### config.mk
export PLATFORM = sky130hd
export DESIGN_NAME = mutex_owner_fifo_handoff_top
export DESIGN_NICKNAME = d
export VERILOG_FILES = /design/src/mof_pkg.sv /design/src/mof_cell.sv /design/src/mutex_owner_fifo_handoff_top.sv
export SDC_FILE = /design/constraint.sdc
export NUM_CORES = 1
export LEC_CHECK = 0
export BUFFER_PORTS_ARGS = -buffer_cell sky130_fd_sc_hd__buf_2
export CORE_ASPECT_RATIO = 1.1
export CORE_MARGIN = 5
export CORE_UTILIZATION = 52
export DETAILED_ROUTE_END_ITERATION = 10
export GPL_ROUTABILITY_DRIVEN = 0
export PLACE_DENSITY = 0.84
export REMOVE_ABC_BUFFERS = 1
export SLEW_MARGIN = 5
export SYNTH_ARGS = -nofsm -noshare
export SYNTH_HDL_FRONTEND = slang
export SYNTH_SLANG_ARGS = --single-unit
### constraint.sdc
create_clock -name clk_i -period 2.1 [get_ports clk_i]
set_input_delay 0.21 -clock clk_i [delete_from_list [all_inputs] [get_ports clk_i]]
set_output_delay 0.21 -clock clk_i [all_outputs]
set_load 0.1 [all_outputs]
### src/mof_pkg.sv
package mof_pkg;

  localparam int WaitDepthDef = 8;
  localparam int TaskSlots    = 16;

  localparam int TaskW    = 4;
  localparam int OutcomeW = 3;
  localparam int InDataW  = 8;
  localparam int OutDataW = 24;

  localparam logic [OutcomeW-1:0] OutAcquired = 3'd0;
  localparam logic [OutcomeW-1:0] OutQueued   = 3'd1;
  localparam logic [OutcomeW-1:0] OutFull     = 3'd2;
  localparam logic [OutcomeW-1:0] OutFreed    = 3'd3;
  localparam logic [OutcomeW-1:0] OutHanded   = 3'd4;
  localparam logic [OutcomeW-1:0] OutIgnored  = 3'd5;

  localparam logic ActLock   = 1'b0;
  localparam logic ActUnlock = 1'b1;

  typedef struct packed {
    logic shift;
    logic load;
  } cell_ctrl_t;

  typedef struct packed {
    logic [TaskW-1:0]    waiters_now;
    logic [TaskW-1:0]    owner_now;
    logic                is_locked;
    logic [TaskW-1:0]    wake_task;
    logic                wake_valid;
    logic [OutcomeW-1:0] outcome;
  } result_t;

endpackage

### src/mof_cell.sv
module mof_cell (
  input  logic                     clk_i,
  input  mof_pkg::cell_ctrl_t      ctrl_i,
  input  logic [mof_pkg::TaskW-1:0] load_id_i,
  input  logic [mof_pkg::TaskW-1:0] next_id_i,
  output logic [mof_pkg::TaskW-1:0] id_o
);
  import mof_pkg::*;

  logic [TaskW-1:0] id_q, id_d;

  always_comb begin
    id_d = id_q;
    if (ctrl_i.shift) begin
      id_d = next_id_i;
    end else if (ctrl_i.load) begin
      id_d = load_id_i;
    end
  end

  always_ff @(posedge clk_i) begin
    id_q <= id_d;
  end

  assign id_o = id_q;

endmodule

### src/mutex_owner_fifo_handoff_top.sv
// Hardware mutex with a first-in first-out wait queue.
// Input stream s_axis: one item per lock or unlock request from a task id.
// Output stream m_axis: one result item per request, with the outcome, the
// task to wake on a handover, and the mutex state after the request.
// The wait queue is a row of WAIT_DEPTH cells; a push writes the cell at the
// fill count, a pop moves every cell one place toward the head.
// The result is registered and appears in the cycle after the request is accepted.
// Throughput: one request per cycle, set by the single result register;
// s_axis_tready stays high while the result register is empty or being taken.
// When the receiver stalls, the result holds and no new request is taken.
// Reset: the mutex is free, owner 0, queue empty, no result pending.
// Queue cells hold no reset value; only cells below the fill count are read.
// Task ids at or above TaskSlots wrap modulo TaskSlots.
module mutex_owner_fifo_handoff_top #(
  parameter int WAIT_DEPTH = mof_pkg::WaitDepthDef
) (
  input  logic                          clk_i,
  input  logic                          rst_ni,
  input  logic                          s_axis_tvalid,
  output logic                          s_axis_tready,
  input  logic [mof_pkg::InDataW-1:0]   s_axis_tdata,  // action, task_id[3:0]
  output logic                          m_axis_tvalid,
  input  logic                          m_axis_tready,
  // outcome[2:0], wake_valid, wake_task[3:0], is_locked, owner_now[3:0],
  // waiters_now[3:0]
  output logic [mof_pkg::OutDataW-1:0]  m_axis_tdata
);
  import mof_pkg::*;

  localparam int CntW = $clog2(WAIT_DEPTH + 1);
  localparam int ExtW = 8;

  logic             held_q, held_d;
  logic [TaskW-1:0] owner_q, owner_d;
  logic [CntW-1:0]  count_q, count_d;
  logic             out_valid_q;
  result_t          res_q, res_d;

  logic             action;
  logic [TaskW-1:0] task_raw;
  logic [TaskW-1:0] tid;
  logic             accept;
  logic             push, pop;
  logic [ExtW-1:0]  cnt_ext;

  logic [TaskW-1:0] cell_id [WAIT_DEPTH];
  cell_ctrl_t       cell_ctrl [WAIT_DEPTH];

  assign action   = s_axis_tdata[0];
  assign task_raw = s_axis_tdata[TaskW:1];

  always_comb begin
    logic [8:0] r;
    r = 9'(task_raw);
    for (int k = 0; k < 8; k++) begin
      if (r >= 9'(TaskSlots)) begin
        r = r - 9'(TaskSlots);
      end
    end
    tid = r[TaskW-1:0];
  end

  assign s_axis_tready = !out_valid_q || m_axis_tready;
  assign accept        = s_axis_tvalid && s_axis_tready;

  always_comb begin
    held_d  = held_q;
    owner_d = owner_q;
    count_d = count_q;
    push    = 1'b0;
    pop     = 1'b0;
    res_d   = '0;
    if (action == ActLock) begin
      if (!held_q) begin
        held_d        = 1'b1;
        owner_d       = tid;
        res_d.outcome = OutAcquired;
      end else if (count_q != CntW'(WAIT_DEPTH)) begin
        push          = 1'b1;
        count_d       = count_q + 1'b1;
        res_d.outcome = OutQueued;
      end else begin
        res_d.outcome = OutFull;
      end
    end else begin
      if (held_q && owner_q == tid) begin
        if (count_q != '0) begin
          pop              = 1'b1;
          count_d          = count_q - 1'b1;
          owner_d          = cell_id[0];
          res_d.wake_valid = 1'b1;
          res_d.wake_task  = cell_id[0];
          res_d.outcome    = OutHanded;
        end else begin
          held_d        = 1'b0;
          owner_d       = '0;
          res_d.outcome = OutFreed;
        end
      end else begin
        res_d.outcome = OutIgnored;
      end
    end
    cnt_ext           = ExtW'(count_d);
    res_d.is_locked   = held_d;
    res_d.owner_now   = owner_d;
    res_d.waiters_now = (cnt_ext > ExtW'(15)) ? TaskW'(15) : cnt_ext[TaskW-1:0];
  end

  for (genvar i = 0; i < WAIT_DEPTH; i++) begin : g_cell
    logic [TaskW-1:0] next_id;
    if (i == WAIT_DEPTH - 1) begin : g_tail
      assign next_id = '0;
    end else begin : g_mid
      assign next_id = cell_id[i+1];
    end
    assign cell_ctrl[i].shift = accept && pop;
    assign cell_ctrl[i].load  = accept && push && (count_q == CntW'(i));
    mof_cell u_cell (
      .clk_i     (clk_i),
      .ctrl_i    (cell_ctrl[i]),
      .load_id_i (tid),
      .next_id_i (next_id),
      .id_o      (cell_id[i])
    );
  end

  always_ff @(posedge clk_i or negedge rst_ni) begin
    if (!rst_ni) begin
      held_q      <= 1'b0;
      owner_q     <= '0;
      count_q     <= '0;
      out_valid_q <= 1'b0;
    end else begin
      if (accept) begin
        held_q  <= held_d;
        owner_q <= owner_d;
        count_q <= count_d;
      end
      if (accept) begin
        out_valid_q <= 1'b1;
      end else if (m_axis_tready) begin
        out_valid_q <= 1'b0;
      end
    end
  end

  always_ff @(posedge clk_i) begin
    if (accept) begin
      res_q <= res_d;
    end
  end

  assign m_axis_tvalid = out_valid_q;
  assign m_axis_tdata  = OutDataW'(res_q);

endmodule
==> results of run 1 <==
cells in the mapped netlist, types with 5 or more instances:
cell      number
nor3_1         5
nand2b_1       5
nor2_1        13
clkbuf_1       7
ha_1           5
xnor2_1        6
nand3_1        6
nand2_1       22
a21oi_1        8
and3_1         7
mux2i_1        5
edfxtp_1      45
inv_1         41
o21ai_0       37
buf_4          9
dfrtp_1       10
flip-flops by register name, summed over array words and instances (netlist names):
name,flops
held_q,1
g_cell.u_cell.id_o,32
m_axis_tdata,17
count_q,4
m_axis_tvalid,1
owner_q,4
how the worst max path moves through the flow:
| stage | endpoint | start | slack (ns) | cells past startpoint |
|---|---|---|---|---|
| floorplan | g_cell[4].u_cell.id_o[0] | m_axis_tvalid | -1.86 | 5 |
| global placement | g_cell[5].u_cell.id_o[2] | count_q[0] | 0.04 | 6 |
| detailed placement | g_cell[4].u_cell.id_o[3] | count_q[0] | -0.08 | 6 |
| CTS | g_cell[4].u_cell.id_o[3] | count_q[0] | 0.07 | 7 |
| global route | count_q[0] | count_q[1] | 0.04 | 8 |
| finish | count_q[0] | count_q[0] | 0.13 | 8 |
worst max-delay path, cell delays in order, from the launching register on:
cell and delay [ns]:
dfrtp_1 0.39, inv_1 0.09, ha_1 0.18, or3b_1 0.38, and3_4 0.24, nand3_4 0.16
buf_4 0.16, o21ai_0 0.11, xnor2_1 0.15
repair_timing:
item | in CTS | in global routing
gates resized for setup | 4 | 3
hold endpoints to repair | 10 | 0
gates cloned | 0 | 1
hold buffers | 1 | 0
buffers inserted | 0 | 0
endpoints found under the setup margin | 15 | 19
logic make-up (layout without fill, tap and decap cells):
family / count (synthesis) / count (layout) / share of synthesized area
multiplexers: 5 / 5 / 0.0171
flip-flops: 59 / 59 / 0.574
buffers and inverters: 63 / 103 / 0.0944
other: 1 / 7 / 0.00128
adder cells (fa/ha/maj): 5 / 5 / 0.0214
XOR/XNOR: 6 / 6 / 0.0179
AO/OA/AOI/OAI: 71 / 71 / 0.146
AND/OR/NAND/NOR: 72 / 73 / 0.127
final cells by class:
cell class / count / area [um2]
inverter: 41 / 154
multi-input combinational: 167 / 1010
fill: 407 / 1970
tap: 75 / 93.8
clock buffer: 9 / 124
clock inverter: 7 / 115
sequential: 59 / 1680
timing repair buffer: 46 / 284
power by group through the flow:
stage | combinational (mW) | clock [mW] | sequential, mW
2_1_floorplan | 0.616 | 0 | 1.89
3_3_place_gp | 1.25 | 0 | 1.56
3_5_place_dp | 1.30 | 0 | 1.57
4_1_cts | 1.34 | 1.28 | 1.54
5_1_grt | 1.46 | 1.34 | 1.56
6_report | 1.36 | 1.27 | 1.55
metal layers:
layer | vias to the layer above | global-route usage
li1 | 1061 | -
met1 | 1080 | 0.241
met2 | 119 | 0.331
met3 | 16 | 0.0479
met4 | 0 | 0.112
met5 | - | 0
metrics by stage:
step | std cells | power [mW] | TNS (ns)
2_1_floorplan | 266 | 2.51 | -133.38
3_3_place_gp | 386 | 2.81 | 0
3_5_place_dp | 386 | 2.86 | -0.436
4_1_cts | 403 | 4.16 | 0
5_1_grt | 404 | 4.37 | 0
6_report | 404 | 4.18 | 0
==> run summary, run 1 <==
The flow ran to the end, and the final reports show no timing, DRC or antenna violations. The minimum period implied by the final worst setup slack is 1.97 ns. The distinct cell type count after synthesis is 44. Synthesis produced a netlist whose cell count is 282. In this run the clock root is driven by a clkbuf_8. Yosys printed 0 warnings.

The arrival time of data at the critical path endpoint is 2.20 ns. The number of endpoints with negative hold slack in the final report is 0. The maximum number of pins on one net before global-route repair is 24. Global routing finished with a remaining overflow of 0. After detailed placement, the total cell area comes to 3190 um2.

Across all hold checks on the routed design, the worst slack comes to 0.0852 ns. The biggest area consumer among synthesized cells is edfxtp_1. The post-route core utilization came out at 0.638. The total global routing track utilization is 0.201. For this run, the top clock speed supported by timing is 0.506 GHz.

The number of maximum-capacitance constraint violations came out at 0. The wire length of the first global-routing pass is 10500 um. The post-route clock period utilization came out at 0.940. The number of global-route vias before repair is 2118. Leaving out fill and tap cells, the most frequent cells in the layout are 45 x edfxtp_1, 41 x inv_1, 34 x o21ai_0, 27 x buf_2, 21 x nand2_1. The initial core utilization is 0.539. The relative contribution of sequential cells to total power is 0.370. Counting cells, the worst reg-to-reg path comes to 8. In this run the critical register-to-register path is launched from count_q[0]. The path class of the lowest-slack min-delay path is input port to register. Of the total power, the clock network draws 0.304. The initial antenna violation count is 0. In this run the critical register-to-register path is captured at count_q[0]. The floorplan step defined a die boundary enclosing 7230 um2.

Among all flip-flop cells after synthesis, the most frequent one is edfxtp_1. In the final routing, the length of wire on met1 measures 2590 um. For flop-to-flop paths, the worst setup slack is 0.13 ns. The wire length per cell came out at 16.5 um. The area of the core region is 5430 um2. The I/O pin count came out at 38. Of the cells placed in the final design, the portion with a size suffix greater than 1 is 0.204.

The worst slack after detailed placement is -0.0780 ns. TritonCTS built the clock tree. The placed wire-length estimate came out at 4380 um. The power spent charging and discharging nets came out at 1.54 mW. The total length of routed met3 wires is 509 um. Row generation in the floorplan step produced 28 rows. After routing the design area is 3460 um2. The critical path class is register to register. At the pin with the least slew margin, the transition time is 0.521 ns. For this run, the register share of the synthesized area comes to 0.574. The cell area after synthesis came out at 2930 um2. The switching power as a share of total power came out at 0.368.

For hold timing, the worst endpoint is m_axis_tvalid. The die extent in x came out at 81.5 um. Across the VDD grid, the largest voltage drop is 0.644 mV. The mean cell area of the mapped netlist came out at 10.4 um2.

In this run the deepest clock path goes through 2 buffers. The layout net count came out at 341. The worst pin sits at a relative slew slack of 0.650. The number of vias per cell is 5.63. Summed over all cells, the static leakage comes to 1.51 nW. The worst hold path begins at s_axis_tvalid. The biggest fanout along the worst timing path came out at 9. The setup slack of the critical path after layout came out at 0.125 ns. The clock latency of the later-clocked register in the worst-skew pair is 0.35 ns. The antenna diode instance count came out at 0. The number of buffers created by CTS came out at 9. The first detailed-routing pass took 5 iterations. The wire length reported by the detailed router came out at 6660 um.

The number of stages on the worst hold path came out at 2. Port buffering added 27 buffers. The count of H-tree levels built during CTS came out at 3. Setup repair after global routing left no endpoint under its margin. The count of routing violations after the opening detailed-route iteration is 193. The area fraction of the dominant cell type after synthesis came out at 0.462.

The floorplan step set the die height to 88.7 um. The count of nets left with antenna violations once routing finished came out at 0. The number of synthesized register bits is 59. Setup violations remaining at the end of the flow were counted as 0.

The critical path required time is 2.32 ns. For this run, design rule violations remaining after detail routing come to 0. From synthesis to final layout, the design area changed by 18.3%. The combinational power share is 0.326. After synthesis, the cell types taking the most area are edfxtp_1 46%, dfrtp_1 8.5%, o21ai_0 6.3%. The number of pins with negative max-slew slack in the final report is 0. The share of synthesized registers carrying an async set or reset is 0.169.

The most common cell after layout, fill and taps aside is edfxtp_1. The power per unit of standard cell area came out at 1210 nW/um2. The total via count after detailed routing is 2276. The count of flip-flops with a built-in enable after synthesis came out at 45. The worst setup path is captured at a register.

Cell internal power was estimated by the tool at 2.64 mW. The clock sink count came out at 59. After detailed routing, no signal wire sits above met4. The clock transition time at the flip-flop clock pins of the worst setup and hold paths is 0.07 ns. The met2 wirelength from detailed routing came out at 3390 um. On the final layout, the worst clock skew is 0.00667 ns. The nature of the critical path startpoint is a register.
No activity file was read; power rests on OpenSTA's default activity.
==> run 2: changes to the inputs <==
Clock period 2.1 ns to 1.8 ns, I/O delays scaled along.
==> run summary, run 2 (synthesis results as in run 1) <==
The biggest fanout along the worst timing path came out at 15 (+6). Setup repair after global routing could not meet its margin everywhere. The share of layout cells above drive strength 1 was 0.360 (+0.156). The number of maximum-capacitance constraint violations is 0 (unchanged). The die extent in x came to 81.5 um (unchanged). The root cell of the clock tree is clkbuf_8. The cell area after placement came out at 3300 um2 (+3.5%). The count of H-tree levels built during CTS is 3 (unchanged). The number of global-route vias before repair came out at 2359 (+11%). The global-route congestion overflow total was 0 (unchanged).

The delay of the slowest cell on the worst path is 0.39 ns (about the same). The static leakage is 1.65 nW (+9.8%). The layout net count was 365 (+7.0%). The total global routing track utilization was 0.220 (+0.0188). The number of vias per cell is 5.70 (+1.2%). The initial core utilization is 0.539 (unchanged). The maximum number of pins on one net before global-route repair is 25 (+4.2%).

STA classifies the critical path endpoint as a register. The combined area of the multi-input logic cells is 1270 um2 (+26%). Leaving out fill and tap cells, the most frequent cell in the layout is edfxtp_1. The critical path required time is 1.88 ns (-0.44 ns). The setup-violating endpoint count in the final report is 72 (+72). The clock sink count is 59 (unchanged).

The clock latency of the later-clocked register in the worst-skew pair was 0.35 ns (about the same). The filler cell count came out at 367 (-9.8%). The number of input and output port buffers inserted came to 27 (unchanged). The area of all placed cells without fillers is 3920 um2 (+13%). The number of pins with negative max-slew slack in the final report came to 0 (unchanged). The worst setup path is of the register to register kind. The number of flip-flops in the largest register came out at 32 (unchanged). The clock tree skew after final layout came out at 0.00830 ns (+0.00163 ns). The setup slack of the critical path after layout is -0.165 ns (-0.291 ns). The number of buffers and inverters on the critical path came out at 2 (unchanged). The number of routed nets with antenna violations came to 0 (unchanged). The run finished, with violations left. In the layout the commonest cells are 45 x edfxtp_1, 37 x inv_1, 33 x buf_4, 27 x buf_2, 23 x o21ai_0.

The arrival time of data at the critical path endpoint came out at 2.04 ns (-0.16 ns). The CTS tree is yes. The number of buffers created by CTS is 9 (unchanged). The clock tree buffer depth came out at 2 (unchanged). The storage element area is 1680 um2 (unchanged). The min-delay analysis places its worst path in the category input port to register. The remaining routing DRC violations came out at 0 (unchanged). The nature of the critical path startpoint is a register. The wire length reported by the detailed router came out at 8060 um (+21%). The antenna diode instance count is 0 (unchanged). The post-route clock period utilization came out at 1.09 (+0.151). The minimum period implied by the final worst setup slack came out at 1.97 ns (-0.00941 ns).

The total iterations of the first detailed-routing run was 5 (unchanged). The placement row count came out at 28 (unchanged). The area of the core region is 5430 um2 (unchanged). The count of routing violations after the opening detailed-route iteration came out at 239 (+24%).

The area added between synthesis and finish is 33.9%. The I/O pin count came out at 38 (unchanged). The clock transition time at the flip-flop clock pins of the worst setup and hold paths came out at 0.06 ns (about the same). The number of endpoints with negative hold slack in the final report was 0 (unchanged). The final reports fail on setup timing. The kind of cell with the highest combined delay along the critical path is simple AND/OR/NAND/NOR gates. The height of the die was 88.7 um (unchanged). The post-route core utilization was 0.722 (+0.0841).

The slowest library cell on the worst path is dfrtp_1. The wire length of the first global-routing pass came to 11600 um (+9.6%). The initial antenna violation count is 0 (unchanged). The power per unit of standard cell area came to 1330 nW/um2 (+10%).

Walking the worst path, the cells encountered are inv_2, ha_4, or3b_4, and3_4, nand3_4, buf_8, o21ai_0. The fmax is 0.509 GHz (+0.48%). The wire length per cell came to 18.8 um (+14%).

The full die area is 7230 um2 (unchanged). The total via count after detailed routing came out at 2441 (+7.2%). The worst ir drop on vdd came out at 0.963 mV (+50%). The placed wire-length estimate came out at 4570 um (+4.3%).
==> run 2: cell types whose count changed in the layout (fill, tap and decap cells not counted), moves of 3 or more <==
cell	delta
buf_4	+16
o21ai_0	-11
nand2_1	-10
nand2_4	+7
o21ai_2	+5
buf_6	+4
inv_1	-4
o21ai_4	+4
xnor2_1	-3
xnor2_2	+3
==> run 2: worst paths after layout <==
path	startpoint	slack, ns	to	cells after the start
max	count_q[0]	-0.17	g_cell[0].u_cell.id_o[0]	7
min reg2reg	g_cell[7].u_cell.id_o[2]	0.55	g_cell[7].u_cell.id_o[2]	2
max reg2reg	count_q[0]	-0.17	g_cell[0].u_cell.id_o[0]	7
min	s_axis_tvalid	0.07	m_axis_tvalid	2
min in group asynchronous	rst_ni	0.26	owner_q[1]	2
max in group asynchronous	rst_ni	1.33	owner_q[2]	2
==> run 2: where the power goes <==
part | total [mW] | switching (mW) | internal [mW]
registers | 1.81 | 0.113 | 1.70
logic | 2.08 | 1.36 | 0.722
clock network | 1.32 | 0.543 | 0.775
total | 5.21 | 2.02 | 3.19
==> run 2: metal layers <==
| layer | up-vias | GRT usage | routed length [um] |
|---|---|---|---|
| met4 | 0 | 0.123 | 344 |
| li1 | 1108 | - | - |
| met5 | - | 0 | 0 |
| met2 | 117 | 0.373 | 4160 |
| met3 | 32 | 0.0509 | 553 |
| met1 | 1184 | 0.254 | 3010 |
==> run 2: timing repair <==
action | CTS | global route
pin swaps | 5 | 12
resized for setup | 31 | 56
hold buffers | 1 | 0
buffers inserted | 2 | 5
cloned | 3 | 0
endpoints found under the setup margin | 74 | 79
hold endpoints to repair | 10 | 0
==> run 2: cell type report <==
class                      instances  area share
clock buffer                      11      0.0335
clock inverter                     5      0.0201
timing repair buffer              69       0.129
multi-input combinational        168       0.325
tap                               75      0.0239
inverter                          41      0.0405
sequential                        59       0.429
==> run 2: per-stage QoR <==
stage                     instances  setup slack, ns  power [mW]  hold slack (ns)  setup TNS [ns]
after floorplan                 266            -2.16        2.93           -0.116         -160.92
after global placement          401           -0.163        3.40           0.0622           -6.50
after detailed placement        401           -0.252        3.46           0.0696          -11.72
after CTS                       423          -0.0617        4.89           0.0614           -1.80
after global routing            428           -0.202        5.41           0.0682           -7.81
final                           428           -0.165        5.21           0.0680           -5.85
